**config.mk**
```make
export PLATFORM = sky130hd
export DESIGN_NAME = subscriber_table_fanout
export DESIGN_NICKNAME = d
export VERILOG_FILES = /design/src/hw/rtl/stf_pkg.sv /design/src/hw/rtl/stf_table.sv /design/src/hw/rtl/subscriber_table_fanout.sv
export SDC_FILE = /design/constraint.sdc
export NUM_CORES = 1
export LEC_CHECK = 0
export BUFFER_PORTS_ARGS = -buffer_cell sky130_fd_sc_hd__buf_2
export CORE_ASPECT_RATIO = 1.75
export CORE_MARGIN = 2
export CORE_UTILIZATION = 44
export DETAILED_ROUTE_END_ITERATION = 10
export SLEW_MARGIN = 20
export SYNTH_ARGS = -nofsm -noshare
export SYNTH_HDL_FRONTEND = slang
export SYNTH_SLANG_ARGS = --single-unit
```
**constraint.sdc**
```tcl
create_clock -name i_clk -period 15.2 [get_ports i_clk]
set_clock_uncertainty 0.15 [all_clocks]
set_input_delay 3.04 -clock i_clk [delete_from_list [all_inputs] [get_ports i_clk]]
set_output_delay 3.04 -clock i_clk [all_outputs]
set_load 0.02 [all_outputs]
```
**src/hw/rtl/stf_pkg.sv**
```systemverilog
`timescale 1ns / 1ps

package stf_pkg;

    localparam int TABLE_DEPTH_DEF = 16;

    localparam logic OP_REGISTER = 1'b0;
    localparam logic OP_MESSAGE  = 1'b1;

    localparam logic KIND_ACK = 1'b0;
    localparam logic KIND_FWD = 1'b1;

    typedef struct packed {
        logic        operation;
        logic [31:0] src_addr;
        logic [15:0] src_port;
    } t_in;

    typedef struct packed {
        logic        kind;
        logic [31:0] dest_addr;
        logic [15:0] dest_port;
        logic        last;
    } t_out;

    // one stored endpoint
    typedef struct packed {
        logic [31:0] addr;
        logic [15:0] port;
    } t_entry;

endpackage

```
**src/hw/rtl/stf_table.sv**
```systemverilog
`timescale 1ns / 1ps

module stf_table #(
    parameter int TABLE_DEPTH = stf_pkg::TABLE_DEPTH_DEF,
    parameter int AW          = $clog2(TABLE_DEPTH)
) (
    input  logic           i_clk,
    input  logic           i_we,
    input  logic [AW-1:0]  i_waddr,
    input  stf_pkg::t_entry i_wdata,
    input  logic           i_re,
    input  logic [AW-1:0]  i_raddr,
    output stf_pkg::t_entry o_rdata
);
    import stf_pkg::*;

    t_entry r_mem [TABLE_DEPTH];
    t_entry r_rdata;

    // one write port, one registered read port; read data holds when not enabled
    always_ff @(posedge i_clk) begin
        if (i_we) begin
            r_mem[i_waddr] <= i_wdata;
        end
        if (i_re) begin
            r_rdata <= r_mem[i_raddr];
        end
    end

    assign o_rdata = r_rdata;

endmodule

```
**src/hw/rtl/subscriber_table_fanout.sv**
```systemverilog
`timescale 1ns / 1ps

// channel  direction  handshake                  payload
// in       input      i_in_valid / o_in_ready    i_in_data  (stf_pkg::t_in)
// out      output     o_out_valid / i_out_ready  o_out_data (stf_pkg::t_out)
//
// one item at a time: a message or a register request keeps the input busy
// through its table walk and its finish step; the walk reads one entry per
// cycle, unless a forward stalls it, through the single read port of the
// endpoint memory and one shared endpoint compare
// a synchronous active-low reset empties the table (count and write slot to zero)
// a stalled output freezes the walk only when a new forward must push out the
// held one; the next item is taken while the last result still waits in r_out

module subscriber_table_fanout #(
    parameter int TABLE_DEPTH = stf_pkg::TABLE_DEPTH_DEF
) (
    input  logic          i_clk,
    input  logic          i_rst_n,
    input  logic          i_in_valid,
    output logic          o_in_ready,
    input  stf_pkg::t_in  i_in_data,
    output logic          o_out_valid,
    input  logic          i_out_ready,
    output stf_pkg::t_out o_out_data
);
    import stf_pkg::*;

    localparam int AW = (TABLE_DEPTH > 1) ? $clog2(TABLE_DEPTH) : 1;
    localparam int CW = $clog2(TABLE_DEPTH + 1);
    localparam logic [CW-1:0] COUNT_FULL = CW'(TABLE_DEPTH);
    localparam logic [AW-1:0] SLOT_LAST  = AW'(TABLE_DEPTH - 1);

    typedef enum logic [1:0] {
        S_IDLE,
        S_SCAN,
        S_FINISH
    } t_state;

    t_state        r_state;
    logic          r_op;
    t_entry        r_src;
    logic [CW-1:0] r_idx;       // next entry to read
    logic          r_rd_vld;    // table read data belongs to a live entry
    logic          r_hold_vld;  // a forward waits to learn whether it is the last
    t_entry        r_hold;
    logic          r_found;     // register source already in table
    logic          r_ack_done;
    logic [CW-1:0] r_count;
    logic [AW-1:0] r_slot;
    logic          r_out_vld;
    t_out          r_out;

    t_entry        rd_data;
    logic          rd_match;
    logic          out_free;
    logic          more;
    logic          is_fwd;
    logic          stall;
    logic          rd_en;
    logic          wr_en;

    // shared compare: current table entry against the source endpoint
    assign rd_match = (rd_data == r_src);
    assign out_free = !r_out_vld || i_out_ready;
    assign more     = (r_idx < r_count);
    assign is_fwd   = r_rd_vld && (r_op == OP_MESSAGE) && !rd_match;
    // a new forward must push the held one out, which needs a free output slot
    assign stall    = is_fwd && r_hold_vld && !out_free;
    assign rd_en    = (r_state == S_SCAN) && !stall && more;
    assign wr_en    = (r_state == S_FINISH) && (r_op == OP_REGISTER)
                      && r_ack_done && !r_found;

    stf_table #(
        .TABLE_DEPTH (TABLE_DEPTH),
        .AW          (AW)
    ) u_table (
        .i_clk   (i_clk),
        .i_we    (wr_en),
        .i_waddr (r_slot),
        .i_wdata (r_src),
        .i_re    (rd_en),
        .i_raddr (r_idx[AW-1:0]),
        .o_rdata (rd_data)
    );

    always_ff @(posedge i_clk) begin
        if (!i_rst_n) begin
            r_state    <= S_IDLE;
            r_count    <= '0;
            r_slot     <= '0;
            r_out_vld  <= 1'b0;
            r_rd_vld   <= 1'b0;
            r_hold_vld <= 1'b0;
            r_found    <= 1'b0;
            r_ack_done <= 1'b0;
            r_idx      <= '0;
        end else begin
            // output register drains on transfer; a push below refills it
            if (i_out_ready) begin
                r_out_vld <= 1'b0;
            end
            case (r_state)
                S_IDLE: begin
                    if (i_in_valid) begin
                        r_op       <= i_in_data.operation;
                        r_src      <= '{addr: i_in_data.src_addr, port: i_in_data.src_port};
                        r_idx      <= '0;
                        r_rd_vld   <= 1'b0;
                        r_hold_vld <= 1'b0;
                        r_found    <= 1'b0;
                        r_ack_done <= 1'b0;
                        r_state    <= S_SCAN;
                    end
                end
                S_SCAN: begin
                    // acknowledgement goes out as soon as the output is free
                    if (r_op == OP_REGISTER && !r_ack_done && out_free) begin
                        r_out_vld  <= 1'b1;
                        r_out      <= '{kind: KIND_ACK, dest_addr: r_src.addr,
                                        dest_port: r_src.port, last: 1'b1};
                        r_ack_done <= 1'b1;
                    end
                    if (!stall) begin
                        if (is_fwd) begin
                            if (r_hold_vld) begin
                                r_out_vld <= 1'b1;
                                r_out     <= '{kind: KIND_FWD, dest_addr: r_hold.addr,
                                               dest_port: r_hold.port, last: 1'b0};
                            end
                            r_hold     <= rd_data;
                            r_hold_vld <= 1'b1;
                        end
                        if (r_rd_vld && r_op == OP_REGISTER && rd_match) begin
                            r_found <= 1'b1;
                        end
                        r_rd_vld <= more;
                        if (more) begin
                            r_idx <= r_idx + 1'b1;
                        end else if (!r_rd_vld) begin
                            r_state <= S_FINISH;
                        end
                    end
                end
                S_FINISH: begin
                    if (r_op == OP_MESSAGE) begin
                        // held forward is the final one
                        if (!r_hold_vld) begin
                            r_state <= S_IDLE;
                        end else if (out_free) begin
                            r_out_vld  <= 1'b1;
                            r_out      <= '{kind: KIND_FWD, dest_addr: r_hold.addr,
                                            dest_port: r_hold.port, last: 1'b1};
                            r_hold_vld <= 1'b0;
                            r_state    <= S_IDLE;
                        end
                    end else if (!r_ack_done) begin
                        if (out_free) begin
                            r_out_vld  <= 1'b1;
                            r_out      <= '{kind: KIND_ACK, dest_addr: r_src.addr,
                                            dest_port: r_src.port, last: 1'b1};
                            r_ack_done <= 1'b1;
                        end
                    end else begin
                        // new endpoint written this cycle, oldest replaced when full
                        if (!r_found) begin
                            r_slot <= (r_slot == SLOT_LAST) ? '0 : r_slot + 1'b1;
                            if (r_count != COUNT_FULL) begin
                                r_count <= r_count + 1'b1;
                            end
                        end
                        r_state <= S_IDLE;
                    end
                end
                default: begin
                    r_state <= S_IDLE;
                end
            endcase
        end
    end

    assign o_in_ready  = (r_state == S_IDLE);
    assign o_out_valid = r_out_vld;
    assign o_out_data  = r_out;

endmodule

```
Word-level counts from Yosys, hierarchy flattened
Memories as Yosys holds them, arrays and structs flattened. A register that Yosys moved wholly into a read port is not among the register bits.
Cells that the tools add are included.
- RAM bits: 768
- output and inout port bits: 52
- input bits: 53
- bits in registers: 168
- memories: 1
- logic and storage cells: 134
- equality and inequality tests: 20
- mux-type cells: 53
- bitwise logic cells: 3
- order comparisons: 1
- add/subtract/negate cells: 3
- reduce and logical (&&, ||, !) cells: 35
- memories (memory ; words ; bits a word ; read ports ; clocked after memory_dff ; write ports ; line ; RTL):
    u_table.r_mem ; 16 ; 48 ; 1 ; 1 ; 1 ; stf_table.sv:17 ; t_entry r_mem [TABLE_DEPTH];
- operators by type and width (operator ; count):
    two-way mux 50 bit ; 9
    case mux 50 bit (2 select lines) ; 1
    equality test 48 bit ; 1
    two-way mux 1 bit ; 24
    AND reduction 4 bit ; 5
    inequality test 2 bit (second input constant) ; 9
    two-way mux 2 bit ; 8
    two-way mux 5 bit ; 3
    AND reduction 5 bit ; 3
    logical AND 1 bit ; 13
    adder 5 x 1 -> 5 bit (second input constant) ; 2
    case mux 5 bit (2 select lines) ; 1
    inequality test 3 bit (second input constant) ; 3
    logical NOT 1 bit ; 6
    case mux 1 bit (2 select lines) ; 3
    case mux 1 bit (3 select lines) ; 2
    case mux 2 bit (3 select lines) ; 1
    AND reduction 3 bit ; 2
    AND reduction 6 bit ; 1
    less-than comparator 5 bit ; 1
    inequality test 5 bit (second input constant) ; 1
    adder 4 x 1 -> 4 bit (second input constant) ; 1
    equality test 4 bit (second input constant) ; 1
    two-way mux 4 bit ; 1
    other kinds (9) ; 13

Logic depth before layout (Yosys ltp)
- depth in word-level cells: 8
- depth in mapped cells: 9
- mapped depth without buffers: 9

Hierarchy
A second synthesis with hierarchy kept.
- cell total of the unflattened synthesis: 1918
- area, all modules: 38585.8 um2
- by module, submodules not included (module ; instances ; sequential area each (um2) ; area an instance (um2) ; cells an instance):
    stf_table ; 1 ; 24503.5 ; 30175.2 ; 1242
    subscriber_table_fanout ; 1 ; 4834.6 ; 8410.6 ; 676

Least setup slack after synthesis
Ideal clock, no wire load.
- path type: input-to-reg
- start point: in i_out_ready
- end point: reg r_hold[0] (netlist name), enable pin
- buffers on the path: 0
- data required time: 14.537 ns
- path slack: 7.947 ns
- arrival time: 6.590 ns
- cell stages on the path: 4
- setup time: 0.513 ns
- cells stage by stage: nor2b_1 > nand2_1 > nand3_1 > nor3_1
- longest elaborated chain between the ends: 5
- ends and longest elaborated chain (element ; line ; RTL):
    start, declared ; subscriber_table_fanout.sv:24 ; input logic i_out_ready,
    logical OR 1 bit ; subscriber_table_fanout.sv:65 ; assign out_free = !r_out_vld || i_out_ready;
    logical NOT 1 bit ; subscriber_table_fanout.sv:69 ; assign stall = is_fwd && r_hold_vld && !out_free;
    logical AND 1 bit ; subscriber_table_fanout.sv:69 ;
    inverter 1 bit (no source line) ; -- ;
    AND reduction 4 bit (no source line) ; -- ;
    end signal, assigned ; subscriber_table_fanout.sv:131 ; r_hold <= rd_data;
    end, declared ; subscriber_table_fanout.sv:46 ; t_entry r_hold;
Every way passes these cells.
A chain may end at the register's enable or synchronous reset.

Worst setup path after layout
- start point: in i_out_ready
- end point: reg r_out, in the netlist o_out_data[1], data pin
- longest elaborated chain between the ends: 7
- elaborated cells on any way between the ends: 9
- classes of those cells: 5 x mux; 4 x reduce/logical
- ends and longest elaborated chain (element ; line ; RTL):
    logical OR 1 bit (*) ; subscriber_table_fanout.sv:65 ;
    logical AND 1 bit ; subscriber_table_fanout.sv:118 ; if (r_op == OP_REGISTER && !r_ack_done && out_free) begin
    two-way mux 50 bit ; subscriber_table_fanout.sv:118 ;
    two-way mux 50 bit ; subscriber_table_fanout.sv:126 ; if (r_hold_vld) begin
    two-way mux 50 bit ; subscriber_table_fanout.sv:125 ; if (is_fwd) begin
    two-way mux 50 bit (*) ; subscriber_table_fanout.sv:124 ; if (!stall) begin
    case mux 50 bit (2 select lines) (*) ; subscriber_table_fanout.sv:103 ; case (r_state)
    end signal, assigned ; subscriber_table_fanout.sv:120 ; r_out <= '{kind: KIND_ACK, dest_addr: r_src.addr,
    end signal, assigned ; subscriber_table_fanout.sv:128 ; r_out <= '{kind: KIND_FWD, dest_addr: r_hold.addr,
    end signal, assigned ; subscriber_table_fanout.sv:152 ; r_out <= '{kind: KIND_FWD, dest_addr: r_hold.addr,
    end, declared ; subscriber_table_fanout.sv:52 ; t_out r_out;
Every way passes the cells marked *; elsewhere a longest branch is shown, timed or not.

==> metrics.md <==
| Metric | Value |
|---|---|
| Die height | ~400 µm |
| Synth top cells by count | edfxtp_1, mux4_2, nor2_1, clkbuf_1, xnor2_1 |
| Setup TNS | 0 ps |
| Post-Syn Instances | 1,818 |
| Simple-gate share of the synthesized area | 0.0257 |
| Final Power | roughly 5.8 mW |
| MaxCap Viol Count | 0 |
| Wire length per cell | 30.4 µm |
| Synth Area in Compound Gates | 0.0455 |
| DR iter-0 viols | 1,793 |
| Initial Util | 0.442 |
| WHS Endpoint | r_hold[9] |
| Post-synthesis mux area share | 0.150 |
| Worst slew pin tran | between 1000 and 1500 ps |
| DP Cell Count | 3,028 |
| # hold bufs at CTS | 0 |
| Synth warn | 0 |
| Global Route Usage Sum | 0.213 |
| Main combinational cell family by area after synthesis | multiplexers |
| DRT Pass-1 Iters | 6 |
| Final Max Slew Viols | 0 |
| Longest Clk Path Bufs | 3 |
| Area leader, netlist | edfxtp_1 |
| Synth top area share | 0.735 |
| Vias in the first global route | 20,000 |
| RR Endpoint | r_idx[4] |
| Initial antenna violation count | 1 |
| Worst Setup End Kind | flop |
| Fin crit share | 0.339 |
| GRT overflow | 0 |
| Synth area leaders | edfxtp_1, mux4_2, a221oi_2 |
| Crit-path max FO | 53 |
| Final GP Congestion | ~0.79 |
| Xor/xnor share of the synthesized area | 0.0123 |
| Area growth syn-to-layout | 12.5% |
| WL final | approximately 100,000 µm |
| Final HPWL DP | 51,500 µm |
| Die width | 230 µm |
| Row count | 145 |
| VDD IR max | about 0.082 mV |
| Clock Sinks | around 980 |
| DRT antenna net count | 0 |
| Status | finished clean |
| Leak | between 10 and 15 nW |
| Hold path cells | 0 |
| Root Buffer | clkbuf_16 |
| Number of enable flip-flop cells after synthesis | approximately 960 |
| Crit path kind | primary input to flop |
| Final min period | ~5200 ps |
| Netlist cell types | 54 |
| Final Instance Area | around 44,000 µm² |
| Layout cells sized above 1 | 0.320 |
| Worst-path clk slew | about 70 ps |
| Sequential area share after synthesis | 0.746 |
| TritonCTS buffer count | 89 |
| Buffers on Ports | around 100 |
| Post-CTS sizing | 0 |
| Synth Register Bits | about 980 |
| Vias | around 19,000 |
| Final net count | roughly 2,000 |
| Worst slew margin | 0.245 |
| Arrival time worst endpoint | 5360 ps |
| Ys async rst share | 0 |
| Avg Synthesized Cell Area | ~22 µm² |
| Post-CTS Setup Inserts | 0 |
| Core area | between 80,000 and 90,000 µm² |
| Syn_nets | approximately 1,900 |
| Synth Area in Adders | 0.00477 |
| Via density | 6.00 |
| # setup viols final | 0 |
| Post-placement cell area | slightly above 40,000 µm² |
| CTS H-Tree Depth | 3 |
| R2r startpoint | r_src[18] |
| Hold Violations, Final | 0 |
| Worst R2R Path Depth | 8 |
| Unrepaired setup endpoints after global routing | false |
| Most common cell in the netlist | edfxtp_1 |
| Largest net degree at the start of global routing | roughly 140 |
| Cell Area, Synth | 39,300 µm² |
| Pwr per Cell Area | about 130 nW/µm² |
| Later-pin clock latency in the skew report | between 600 and 700 ps |
| CP Launch Type | primary input |
| HP Start | u_table.o_rdata[9] |
| # IOs | 105 |
| DR DRC count | 0 |
| Fmax | 0.194 GHz |
| HP Class | flop to flop |
| Top FF cell, synth | edfxtp_1 |
| Die Area | about 92,000 µm² |
| CP Data Required Time | ~15,000 ps |
| Fin cells | 3,193 |
| Internal reg-to-reg setup slack | about 11,000 ps |
| Diodes inserted | 0 |
| Global-route wire length before repair | between 100,000 and 150,000 µm |
| CTS tree | built |
## cells in the final DEF (no fill, tap or decap), drive strengths merged, types with 3 or more instances in the layout
cell type / Yosys / layout
a2111oi: 48 / 48
a211oi: 3 / 3
a21o: 3 / 3
a21oi: 10 / 10
a221oi: 49 / 49
a311oi: 3 / 3
a31oi: 3 / 3
and3: 51 / 51
buf: 40 / 145
bufinv: 0 / 10
clkbuf: 71 / 104
clkinv: 1 / 38
clkinvlp: 0 / 8
dfxtp: 21 / 21
edfxtp: 963 / 963
ha: 15 / 15
inv: 15 / 21
mux2i: 51 / 51
mux4: 240 / 240
nand2: 17 / 17
nand2b: 7 / 7
nand3: 5 / 5
nand4: 16 / 16
nor2: 84 / 84
nor3: 7 / 7
nor4: 4 / 4
o21ai: 14 / 14
o31a: 4 / 4
xnor2: 53 / 53
## state kept, by name (all words and copies together) (netlist names)
name / cells
r_hold: 48
r_slot: 4
u_table.r_mem: 768
o_out_data: 50
r_hold_vld: 1
r_state: 2
r_found: 1
r_src: 48
r_rd_vld: 1
r_idx: 5
r_op: 1
u_table.o_rdata: 48
r_count: 5
o_out_valid: 1
r_ack_done: 1
## power breakdown
group | internal, mW | switching [mW] | total [mW]
Clock | 1.29 | 1.01 | 2.30
Sequential | 3.04 | 0.0806 | 3.12
Combinational | 0.132 | 0.210 | 0.342
Total | 4.47 | 1.30 | 5.76
## layer usage
metal / vias to the layer above / global-route usage / wire length [µm]
li1: 7936 / - / -
met1: 10400 / 0.278 / 38700
met2: 654 / 0.371 / 51000
met3: 146 / 0.0312 / 5190
met4: 0 / 0.0634 / 2360
met5: - / 0 / 0
## worst max path at each step
stage                 from        endpoint  slack (ps)
2_1_floorplan  i_out_ready       r_hold[0]        7950
3_3_place_gp   i_out_ready   o_out_data[1]        9340
3_5_place_dp   i_out_ready  o_out_data[13]        9390
4_1_cts        i_out_ready   o_out_data[1]       10080
5_1_grt        i_out_ready   o_out_data[2]        9970
6_report       i_out_ready   o_out_data[1]       10050
## critical path, cell delays in order
cell and delay (ps):
buf_2 90, nand2b_2 110, buf_4 580, nand2_4 770, a2111oi_0 640, a221oi_1 90
## cells by family after synthesis
kind of cell,count (synthesis)
AO/OA/AOI/OAI,148
buffers and inverters,127
flip-flops,984
adder cells (fa/ha/maj),15
XOR/XNOR,55
AND/OR/NAND/NOR,198
multiplexers,291
## layout make-up
cell class              count  area (µm²)
fillers                  7126       44600
flip-flops and latches    984       29400
multi-input cells         707        9550
clock buffers             104        2370
well taps                1176        1470
repair buffers            145         870
clock inverters            61         582
inverters                  16        62.6
## metrics by stage
step / worst slack, ps / hold slack, ps / utilization
after floorplan: 7950 / 299 / -
after global placement: 9340 / 304 / 0.465
after detailed placement: 9390 / 308 / 0.465
after CTS: 10080 / 308 / 0.498
after global routing: 9970 / 327 / 0.498
final: 10050 / 311 / 0.498
Note: power is estimated with default switching activity, not from simulation.
